[src/design/tlsr_pkg.sv]
// Package for the time line sync receiver.
// Holds the request/result structs, parser phase codes, mode and register codes.
// No dependencies.
`timescale 1ns / 1ps

package tlsr_pkg;

  localparam int unsigned LineCapacity = 64;
  localparam int unsigned LineCntW     = $clog2(LineCapacity);

  localparam logic [15:0] RetryIntervalReset = 16'd5000;
  localparam logic [7:0]  MaxRequestsReset   = 8'd6;

  localparam logic [7:0] ChCr    = 8'h0D;
  localparam logic [7:0] ChLf    = 8'h0A;
  localparam logic [7:0] ChSpace = 8'h20;
  localparam logic [7:0] ChTab   = 8'h09;
  localparam logic [7:0] ChT     = 8'h54;
  localparam logic [7:0] ChI     = 8'h49;
  localparam logic [7:0] ChM     = 8'h4D;
  localparam logic [7:0] ChE     = 8'h45;
  localparam logic [7:0] ChDash  = 8'h2D;
  localparam logic [7:0] ChColon = 8'h3A;
  localparam logic [7:0] ChZero  = 8'h30;
  localparam logic [7:0] ChNine  = 8'h39;

  localparam logic [6:0] MonthMax  = 7'd12;
  localparam logic [6:0] DayMax    = 7'd31;
  localparam logic [6:0] HourMax   = 7'd23;
  localparam logic [6:0] MinSecMax = 7'd59;

  typedef enum logic [1:0] {
    ModeByte  = 2'd0,
    ModeTick  = 2'd1,
    ModeStart = 2'd2,
    ModeNone  = 2'd3
  } mode_e;

  typedef enum logic {
    RegRetryInterval = 1'b0,
    RegMaxRequests   = 1'b1
  } reg_e;

  typedef enum logic [4:0] {
    PhLead   = 5'd0,
    PhKw1    = 5'd1,
    PhKw2    = 5'd2,
    PhKw3    = 5'd3,
    PhBlank2 = 5'd4,
    PhYear2  = 5'd5,
    PhYear3  = 5'd6,
    PhYear4  = 5'd7,
    PhDash1  = 5'd8,
    PhMon1   = 5'd9,
    PhMon2   = 5'd10,
    PhDash2  = 5'd11,
    PhDay1   = 5'd12,
    PhDay2   = 5'd13,
    PhSep    = 5'd14,
    PhHour1  = 5'd15,
    PhHour2  = 5'd16,
    PhCol1   = 5'd17,
    PhMin1   = 5'd18,
    PhMin2   = 5'd19,
    PhCol2   = 5'd20,
    PhSec1   = 5'd21,
    PhSec2   = 5'd22,
    PhDone   = 5'd23,
    PhFail   = 5'd24
  } phase_e;

  typedef struct packed {
    logic [1:0] mode;
    logic [7:0] byte_value;
  } in_t;

  typedef struct packed {
    logic [13:0] year;
    logic [3:0]  month;
    logic [4:0]  day_of_month;
    logic [4:0]  hour;
    logic [5:0]  minute;
    logic [5:0]  second;
  } stamp_t;

  typedef struct packed {
    logic        send_ack;
    logic        synced;
    stamp_t      stamp;
  } parse_rsp_t;

  typedef struct packed {
    logic        send_request;
    logic        send_ack;
    logic        is_synced;
    logic [13:0] year;
    logic [3:0]  month;
    logic [4:0]  day_of_month;
    logic [4:0]  hour;
    logic [5:0]  minute;
    logic [5:0]  second;
  } out_t;

endpackage

[src/design/time_line_sync_receiver.sv]
// Time line sync receiver: input register, parser and retry timer, result register.
// Requests pass the input register, then the result register; one per cycle while not
// stalled, and an empty input register fills while the result waits on out_stall_i.
// Reset: parser, sync flag and counters cleared; retry interval 5000, max requests 6.
// Depends on tlsr_pkg, tlsr_parser and tlsr_retry.
`timescale 1ns / 1ps

module time_line_sync_receiver (
  input  logic             clk_i,
  input  logic             rst_ni,
  input  logic             in_valid_i,
  output logic             in_stall_o,
  input  tlsr_pkg::in_t    in_req_i,
  output logic             out_valid_o,
  input  logic             out_stall_i,
  output tlsr_pkg::out_t   out_rsp_o,
  input  logic             psel,
  input  logic             penable,
  input  logic             pwrite,
  input  logic [2:0]       paddr,
  input  logic [31:0]      pwdata,
  output logic [31:0]      prdata,
  output logic             pready
);
  import tlsr_pkg::*;

  logic        in_valid_q;
  in_t         in_q;
  logic        out_valid_q;
  out_t        out_q, out_d;
  logic        advance, proc;
  logic [15:0] retry_q;
  logic [7:0]  maxreq_q;
  logic        synced;
  logic        req;
  parse_rsp_t  prsp;
  logic        cfg_wr;

  assign advance    = !out_valid_q || !out_stall_i;
  assign proc       = in_valid_q && advance;
  assign in_stall_o = in_valid_q && !advance;

  always_ff @(posedge clk_i or negedge rst_ni) begin
    if (!rst_ni) begin
      in_valid_q <= 1'b0;
    end else if (!in_valid_q || advance) begin
      in_valid_q <= in_valid_i;
    end
  end

  always_ff @(posedge clk_i) begin
    if (!in_valid_q || advance) in_q <= in_req_i;
  end

  tlsr_parser u_parser (
    .clk_i    (clk_i),
    .rst_ni   (rst_ni),
    .evt_en_i (proc),
    .evt_i    (in_q),
    .synced_o (synced),
    .rsp_o    (prsp)
  );

  tlsr_retry u_retry (
    .clk_i            (clk_i),
    .rst_ni           (rst_ni),
    .evt_en_i         (proc),
    .mode_i           (in_q.mode),
    .synced_i         (synced),
    .retry_interval_i (retry_q),
    .max_requests_i   (maxreq_q),
    .send_request_o   (req)
  );

  always_comb begin
    out_d              = '0;
    out_d.send_request = req;
    out_d.send_ack     = prsp.send_ack;
    out_d.is_synced    = prsp.synced;
    out_d.year         = prsp.stamp.year;
    out_d.month        = prsp.stamp.month;
    out_d.day_of_month = prsp.stamp.day_of_month;
    out_d.hour         = prsp.stamp.hour;
    out_d.minute       = prsp.stamp.minute;
    out_d.second       = prsp.stamp.second;
  end

  always_ff @(posedge clk_i or negedge rst_ni) begin
    if (!rst_ni) begin
      out_valid_q <= 1'b0;
    end else if (advance) begin
      out_valid_q <= in_valid_q;
    end
  end

  always_ff @(posedge clk_i) begin
    if (proc) out_q <= out_d;
  end

  assign out_valid_o = out_valid_q;
  assign out_rsp_o   = out_q;

  // config registers
  assign pready = 1'b1;
  assign cfg_wr = psel && penable && pwrite;

  always_ff @(posedge clk_i or negedge rst_ni) begin
    if (!rst_ni) begin
      retry_q  <= RetryIntervalReset;
      maxreq_q <= MaxRequestsReset;
    end else if (cfg_wr) begin
      case (reg_e'(paddr[2]))
        RegRetryInterval: retry_q  <= pwdata[15:0];
        RegMaxRequests:   maxreq_q <= pwdata[7:0];
        default: ;
      endcase
    end
  end

  always_comb begin
    case (reg_e'(paddr[2]))
      RegRetryInterval: prdata = {16'd0, retry_q};
      RegMaxRequests:   prdata = {24'd0, maxreq_q};
      default:          prdata = '0;
    endcase
  end

  a_ack_synced: assert property (@(posedge clk_i) disable iff (!rst_ni)
    (out_valid_q && out_q.send_ack) |-> out_q.is_synced)
    else $error("ack without sync");

  a_ack_req_excl: assert property (@(posedge clk_i) disable iff (!rst_ni)
    out_valid_q |-> !(out_q.send_ack && out_q.send_request))
    else $error("ack and request together");

  a_req_unsynced: assert property (@(posedge clk_i) disable iff (!rst_ni)
    (out_valid_q && out_q.send_request) |-> !out_q.is_synced)
    else $error("request while synced");

  a_stall_full: assert property (@(posedge clk_i) disable iff (!rst_ni)
    in_stall_o |-> (out_valid_q && out_stall_i))
    else $error("input stalled with result stage free");

endmodule

[src/design/tlsr_parser.sv]
// Incremental line parser and sync flag for the time line sync receiver.
// Consumes one event per cycle when evt_en_i is high. Depends on tlsr_pkg.
`timescale 1ns / 1ps

module tlsr_parser (
  input  logic                clk_i,
  input  logic                rst_ni,
  input  logic                evt_en_i,
  input  tlsr_pkg::in_t       evt_i,
  output logic                synced_o,
  output tlsr_pkg::parse_rsp_t rsp_o
);
  import tlsr_pkg::*;

  logic                synced_q, synced_d;
  logic [LineCntW-1:0] count_q, count_d;
  phase_e              phase_q, phase_d, phase_char;
  logic [3:0]          pend_q, pend_d;
  stamp_t              acc_q, acc_d, acc_char;

  logic [7:0] ch;
  logic       is_dig, is_blank;
  logic [3:0] dig;
  logic [6:0] pair;

  assign ch       = evt_i.byte_value;
  assign is_dig   = (ch >= ChZero) && (ch <= ChNine);
  assign is_blank = (ch == ChSpace) || (ch == ChTab);
  assign dig      = is_dig ? 4'(ch - ChZero) : 4'd0;
  assign pair     = {pend_q, 3'b000} + {2'b00, pend_q, 1'b0} + {3'b000, dig};

  // one character step of the pattern
  always_comb begin
    phase_char = phase_q;
    pend_d     = pend_q;
    acc_char   = acc_q;
    case (phase_q)
      PhLead: begin
        if (ch == ChT) phase_char = PhKw1;
        else if (!is_blank) phase_char = PhFail;
      end
      PhKw1: phase_char = (ch == ChI) ? PhKw2 : PhFail;
      PhKw2: phase_char = (ch == ChM) ? PhKw3 : PhFail;
      PhKw3: phase_char = (ch == ChE) ? PhBlank2 : PhFail;
      PhBlank2: begin
        if (is_dig) begin
          acc_char.year = {10'd0, dig};
          phase_char    = PhYear2;
        end else if (!is_blank) begin
          phase_char = PhFail;
        end
      end
      PhYear2, PhYear3, PhYear4: begin
        if (is_dig) begin
          acc_char.year = {acc_q.year[10:0], 3'b000} + {acc_q.year[12:0], 1'b0}
                          + {10'd0, dig};
          phase_char    = phase_e'(phase_q + 5'd1);
        end else begin
          phase_char = PhFail;
        end
      end
      PhDash1, PhDash2: phase_char = (ch == ChDash) ? phase_e'(phase_q + 5'd1) : PhFail;
      PhCol1, PhCol2:   phase_char = (ch == ChColon) ? phase_e'(phase_q + 5'd1) : PhFail;
      PhSep: phase_char = ((ch == ChSpace) || (ch == ChT)) ? PhHour1 : PhFail;
      PhMon1, PhDay1, PhHour1, PhMin1, PhSec1: begin
        if (is_dig) begin
          pend_d     = dig;
          phase_char = phase_e'(phase_q + 5'd1);
        end else begin
          phase_char = PhFail;
        end
      end
      PhMon2: begin
        if (is_dig && pair >= 7'd1 && pair <= MonthMax) begin
          acc_char.month = pair[3:0];
          phase_char     = PhDash2;
        end else phase_char = PhFail;
      end
      PhDay2: begin
        if (is_dig && pair >= 7'd1 && pair <= DayMax) begin
          acc_char.day_of_month = pair[4:0];
          phase_char            = PhSep;
        end else phase_char = PhFail;
      end
      PhHour2: begin
        if (is_dig && pair <= HourMax) begin
          acc_char.hour = pair[4:0];
          phase_char    = PhCol1;
        end else phase_char = PhFail;
      end
      PhMin2: begin
        if (is_dig && pair <= MinSecMax) begin
          acc_char.minute = pair[5:0];
          phase_char      = PhCol2;
        end else phase_char = PhFail;
      end
      PhSec2: begin
        if (is_dig && pair <= MinSecMax) begin
          acc_char.second = pair[5:0];
          phase_char      = PhDone;
        end else phase_char = PhFail;
      end
      PhDone:  phase_char = PhDone;
      default: phase_char = PhFail;
    endcase
  end

  // line framing, sync flag and result
  always_comb begin
    synced_d = synced_q;
    count_d  = count_q;
    phase_d  = phase_q;
    acc_d    = acc_q;
    rsp_o    = '0;
    if (evt_en_i) begin
      case (mode_e'(evt_i.mode))
        ModeByte: begin
          if (!synced_q && ch != ChCr) begin
            if (ch == ChLf) begin
              if (phase_q == PhDone) begin
                synced_d       = 1'b1;
                rsp_o.send_ack = 1'b1;
                rsp_o.stamp    = acc_q;
              end
              count_d = '0;
              phase_d = PhLead;
              acc_d   = '0;
            end else if (count_q < LineCntW'(LineCapacity - 1)) begin
              count_d = count_q + 1'b1;
              phase_d = phase_char;
              acc_d   = acc_char;
            end else begin
              count_d = '0;
              phase_d = PhLead;
              acc_d   = '0;
            end
          end
        end
        ModeStart: begin
          synced_d = 1'b0;
          count_d  = '0;
          phase_d  = PhLead;
          acc_d    = '0;
        end
        default: ;
      endcase
    end
    rsp_o.synced = synced_d;
  end

  // pending digit only matters inside a pair; it is reloaded before each use
  logic pend_en;
  assign pend_en = evt_en_i && (mode_e'(evt_i.mode) == ModeByte) && !synced_q;

  always_ff @(posedge clk_i or negedge rst_ni) begin
    if (!rst_ni) begin
      synced_q <= 1'b0;
      count_q  <= '0;
      phase_q  <= PhLead;
      acc_q    <= '0;
      pend_q   <= '0;
    end else begin
      synced_q <= synced_d;
      count_q  <= count_d;
      phase_q  <= phase_d;
      acc_q    <= acc_d;
      if (pend_en) pend_q <= pend_d;
    end
  end

  assign synced_o = synced_q;

endmodule

[src/design/tlsr_retry.sv]
// Request retry timer for the time line sync receiver.
// Counts ticks; sends and counts requests until synced or at the limit, and on start. Depends on tlsr_pkg.
`timescale 1ns / 1ps

module tlsr_retry (
  input  logic          clk_i,
  input  logic          rst_ni,
  input  logic          evt_en_i,
  input  logic [1:0]    mode_i,
  input  logic          synced_i,
  input  logic [15:0]   retry_interval_i,
  input  logic [7:0]    max_requests_i,
  output logic          send_request_o
);
  import tlsr_pkg::*;

  logic [15:0] ms_q, ms_d, ms_inc;
  logic [7:0]  cnt_q, cnt_d;

  assign ms_inc = (ms_q != 16'hFFFF) ? ms_q + 16'd1 : ms_q;

  always_comb begin
    ms_d           = ms_q;
    cnt_d          = cnt_q;
    send_request_o = 1'b0;
    if (evt_en_i) begin
      case (mode_e'(mode_i))
        ModeTick: begin
          ms_d = ms_inc;
          if (!synced_i && cnt_q < max_requests_i && ms_inc >= retry_interval_i) begin
            send_request_o = 1'b1;
            ms_d           = '0;
            if (cnt_q != 8'hFF) cnt_d = cnt_q + 8'd1;
          end
        end
        ModeStart: begin
          send_request_o = 1'b1;
          ms_d           = '0;
          cnt_d          = 8'd1;
        end
        default: ;
      endcase
    end
  end

  always_ff @(posedge clk_i or negedge rst_ni) begin
    if (!rst_ni) begin
      ms_q  <= '0;
      cnt_q <= '0;
    end else begin
      ms_q  <= ms_d;
      cnt_q <= cnt_d;
    end
  end

endmodule

[config.mk]
export PLATFORM = sky130hd
export DESIGN_NAME = time_line_sync_receiver
export DESIGN_NICKNAME = d
export VERILOG_FILES = /design/src/design/tlsr_pkg.sv /design/src/design/time_line_sync_receiver.sv /design/src/design/tlsr_parser.sv /design/src/design/tlsr_retry.sv
export SDC_FILE = /design/constraint.sdc
export NUM_CORES = 1
export LEC_CHECK = 0
export ABC_CLOCK_PERIOD_IN_PS = 7680
export BUFFER_PORTS_ARGS = -buffer_cell sky130_fd_sc_hd__buf_2
export CAP_MARGIN = 25
export CORE_MARGIN = 2
export CORE_UTILIZATION = 35
export DETAILED_ROUTE_END_ITERATION = 16
export GPL_TIMING_DRIVEN = 0
export HOLD_SLACK_MARGIN = 0.05
export MAX_ROUTING_LAYER = met4
export SETUP_SLACK_MARGIN = 0.02
export SYNTH_ARGS = -nofsm -noshare
export SYNTH_HDL_FRONTEND = slang
export SYNTH_SLANG_ARGS = --single-unit
[constraint.sdc]
create_clock -name clk_i -period 7.68 [get_ports clk_i]
set_input_delay 1.536 -clock clk_i [delete_from_list [all_inputs] [get_ports clk_i]]
set_output_delay 1.536 -clock clk_i [all_outputs]
set_load 0.01 [all_outputs]
==> results list <==
* Leading area contributor after synthesis: dfrtp_1
- First-pass GRT wire length: 35300 µm
- Master of the slowest instance on the critical path: edfxtp_1
- In this run the tool buffered the top-level ports with 93 buffer cells.
- Clock Sink Count: 159
* Yosys warning count: 0
- Yosys instantiated no cell more often than dfrtp_1.
- Netlist cell types: 82
- For this run, the top clock speed supported by timing is 224 MHz.
* Nature of the critical path startpoint: flop
- After global routing the overflow that remains totals 0.
- Total count of hold-check failures in the final report: 0
- Die width: 168 µm
- Routed vias: 7083
- The initial antenna violation count was 0.
* Top post-synthesis cells by area: dfrtp_1 26%, edfxtp_1 17%, ha_1 8.5%, mux2_2 3.8%, and2_1 3.0%
* Overall global routing resource usage: 16.0%
- The synthesized netlist devotes 8.98% of its cell area to adder and majority cells.
- In this design, the stage delay of the slowest critical-path cell is 0.52 ns.
- The tightest hold path in the finished design has a slack of 0.481 ns.
- Dividing the final minimum period by the clock period gives 58.0%.
* Total cell area at the placement stage: 10400 µm²
* Reg clk slew, reported paths: 0.08 ns
- Time the final worst path needs with I/O delays and setup: 4.46 ns
* Layout Cell Area excl Fill: 11000 µm²
- From bottom edge to top edge, the die measures 168 µm.
* Setup WS pre-CTS: 3.28 ns
* Postcts setup bufs: 0
- Syn Std Cell Area: 9370 µm²
* Initial cell density of the core: 35.8%
- The final layout contains 1140 nets.
- Element type at the critical path end: flop
* Sum of buffers and inverters on the critical path: 1
* Maximum number of pins on one net before global-route repair: 75
- In this run the remaining antenna-violating nets after routing total 0.
* Cts repair resizes: 0
- H-tree depth: 4
- The synthesized netlist devotes 2.62% of its cell area to XOR and XNOR gates.
* Hold-fix buffer count after cts: 0
* Required time of the worst setup path: 7.99 ns
- In the final layout, the share of cells above drive strength 1 is 21.5%.
- Headroom to the max-slew limit came out at 41.6%.
- The tool flagged a number of max-cap violations equal to 0.
- Setup repair after global routing left no endpoint under its margin.
* Number of I/O pins: 130
* CTS Buffer Depth: 2
- Share of synthesized flip-flops with an asynchronous set or reset: 66.7%
- Largest delay contributor family on the critical path: compound AO/OA/AOI/OAI gates
* Portion of synthesized cell area occupied by the leading cell type: 26.4%
- Cells traversed along the worst timing path: o21ai_1 > and3_4 > clkbuf_1 > nand2_1 > xnor2_1 > ha_1 > fa_1 > xor2_1 > and2_1 > a31oi_1 > nand4_1 > a21oi_2 > mux2_1
* Commonest cells in the synthesized netlist: 99 x dfrtp_1, 64 x ha_1, 60 x nand2_1
- Type of the worst setup path: reg -> reg
- Dividing total power by cell area gives a power density of 217 nW/µm².
- DIE AREA: 28100 µm²
- Status: completed
* IR Drop Worst-Case VDD: 0.000119 V
- Share of synthesized area spent on multiplexers: 7.71%
* Worst slew pin tran: 0.869 ns
- Synthesized-area fraction occupied by and/or/nand/nor cells: 17.2%
* Final HPWL from detailed placement: 15800 µm
* Vias per inst: 5.17
- For this run, design rule violations remaining after detail routing come to 0.
- Final setup violation count: 0
- In this run, synthesis produced a sequential element count of 159.
* Total negative slack for setup checks: 0 ns
- Top fanout value on the critical path: 10
* Violation count after the first detailed-route iteration: 420
* Clock tree from TritonCTS: done
- Summed over all cells, the static leakage comes to 5.15 nW.
* Hold Crit Class: reg -> reg
- Relative to the synthesized area, the layout overhead comes to 17.6%.
- After synthesis, the largest family of logic cells by area is simple AND/OR/NAND/NOR gates.
* Compound-gate portion of the synthesized area: 13.5%
* Number of detailed-routing iterations run before antenna repair: 7
* Site row count: 59
- In the final routed layout, each cell accounts on average for 15.5 µm.
* Sequential cell area fraction in the yosys report: 45.4%
* Clock latency on the worst-skew pair: 0.43 ns
- Mean area per synthesized cell: 10.5 µm²
- The final layout contains routed wiring with a total length of 21200 µm.
- At the end of routability-driven placement, the weighted congestion stood at 0.870.
* Area of the core: 26100 µm²
- Antenna diode count: 0
* Clock tree skew after final layout: 0.0118 ns
* Worst Path Arrival: 4.77 ns
* Number of global-route vias before repair: 6936
- Synthesis produced a netlist whose cell count is 891.
- Number of synthesized flops with an enable pin: 53
* Number of buffers created by CTS: 17
- Most instantiated flip-flop cell in the synthesis netlist: dfrtp_1
- Master cell of the clock root buffer: clkbuf_16
- The max-slew violation total from the final report is 0.
- Post-route worst setup slack: 3.22 ns
* Power consumption: 0.00239 W
## layout make-up
class	instances	area, µm²
clock inverters	15	186
repair buffers	97	557
clock buffers	17	425
multi-input cells	656	4760
plain buffers	51	268
fillers	2535	15100
inverters	40	150
flip-flops and latches	159	4250
well taps	335	419
## routing by layer
layer / wire, µm / share of wire, % / vias to the layer above / track usage [%]
met5: 0 / 0 / - / -
met4: 272 / 1.3 / 0 / 3.86
met3: 889 / 4.2 / 26 / 3.12
met2: 9780 / 46 / 157 / 24.9
met1: 10300 / 48 / 3424 / 21.6
li1: - / - / 3476 / -
## final timing paths
path	cells after the start	end	slack, ns	from
max	13	u_parser.acc_q[8]	3.22	in_q[1]
min	1	u_parser.acc_q[25]	0.48	u_parser.acc_q[25]
max reg2reg	13	u_parser.acc_q[8]	3.22	in_q[1]
min reg2reg	1	u_parser.acc_q[25]	0.48	u_parser.acc_q[25]
max in group asynchronous	2	u_parser.acc_q[36]	5.98	rst_ni
min in group asynchronous	1	retry_q[2]	0.99	rst_ni
## where the power goes
group | switching, W | total [W] | internal [W]
logic | 0.000288 | 0.000498 | 0.000209
clock network | 0.000414 | 0.000856 | 0.000443
registers | 0.0000708 | 0.00104 | 0.000969
## logic make-up after synthesis
family	Yosys count
AND/OR/NAND/NOR	299
AO/OA/AOI/OAI	183
XOR/XNOR	28
other	2
adder cells (fa/ha/maj)	66
buffers and inverters	91
multiplexers	63
flip-flops	159
## layout by cell type (no fill, tap or decap), types with 19 or more instances in the layout
cell type,netlist,final
xnor2_1,21,21
clkbuf_1,24,24
nand2_1,60,60
a21oi_1,33,33
inv_1,40,40
ha_1,64,64
mux2_1,21,21
and2_1,45,45
dfrtp_1,99,99
nor2_1,58,58
mux2_2,32,32
a22o_1,19,19
o21ai_0,34,34
edfxtp_1,53,53
nand3_1,28,28
buf_2,7,99
and3_1,19,19
## per-stage QoR
step	instances	util, %
2_1_floorplan	906	-
3_3_place_gp	1334	39.4
3_5_place_dp	1338	39.8
4_1_cts	1370	42.2
5_1_grt	1370	42.2
6_report	1370	42.2
## registers in the layout, indices dropped and copies added (netlist names)
name / flops
in_q: 10
in_valid_q: 1
maxreq_q: 8
out_rsp_o: 43
out_valid_o: 1
retry_q: 16
u_parser.acc_q: 40
u_parser.count_q: 6
u_parser.pend_q: 4
u_parser.phase_q: 5
u_parser.synced_o: 1
u_retry.cnt_q: 8
u_retry.ms_q: 16
## worst reg2reg max path, delay by kind of cell, from the launching register on
kind | cells | cell delay [ns]
adders and majority gates | 2 | 0.78
xor gates and xnor gates | 2 | 0.40
DFF | 1 | 0.52
buffers and inverters | 1 | 0.37
AOI/OAI and AO/OA | 3 | 1.01
and+or+nand+nor | 4 | 0.89
muxes | 1 | 0.37
No activity file was read; power rests on OpenSTA's default activity.
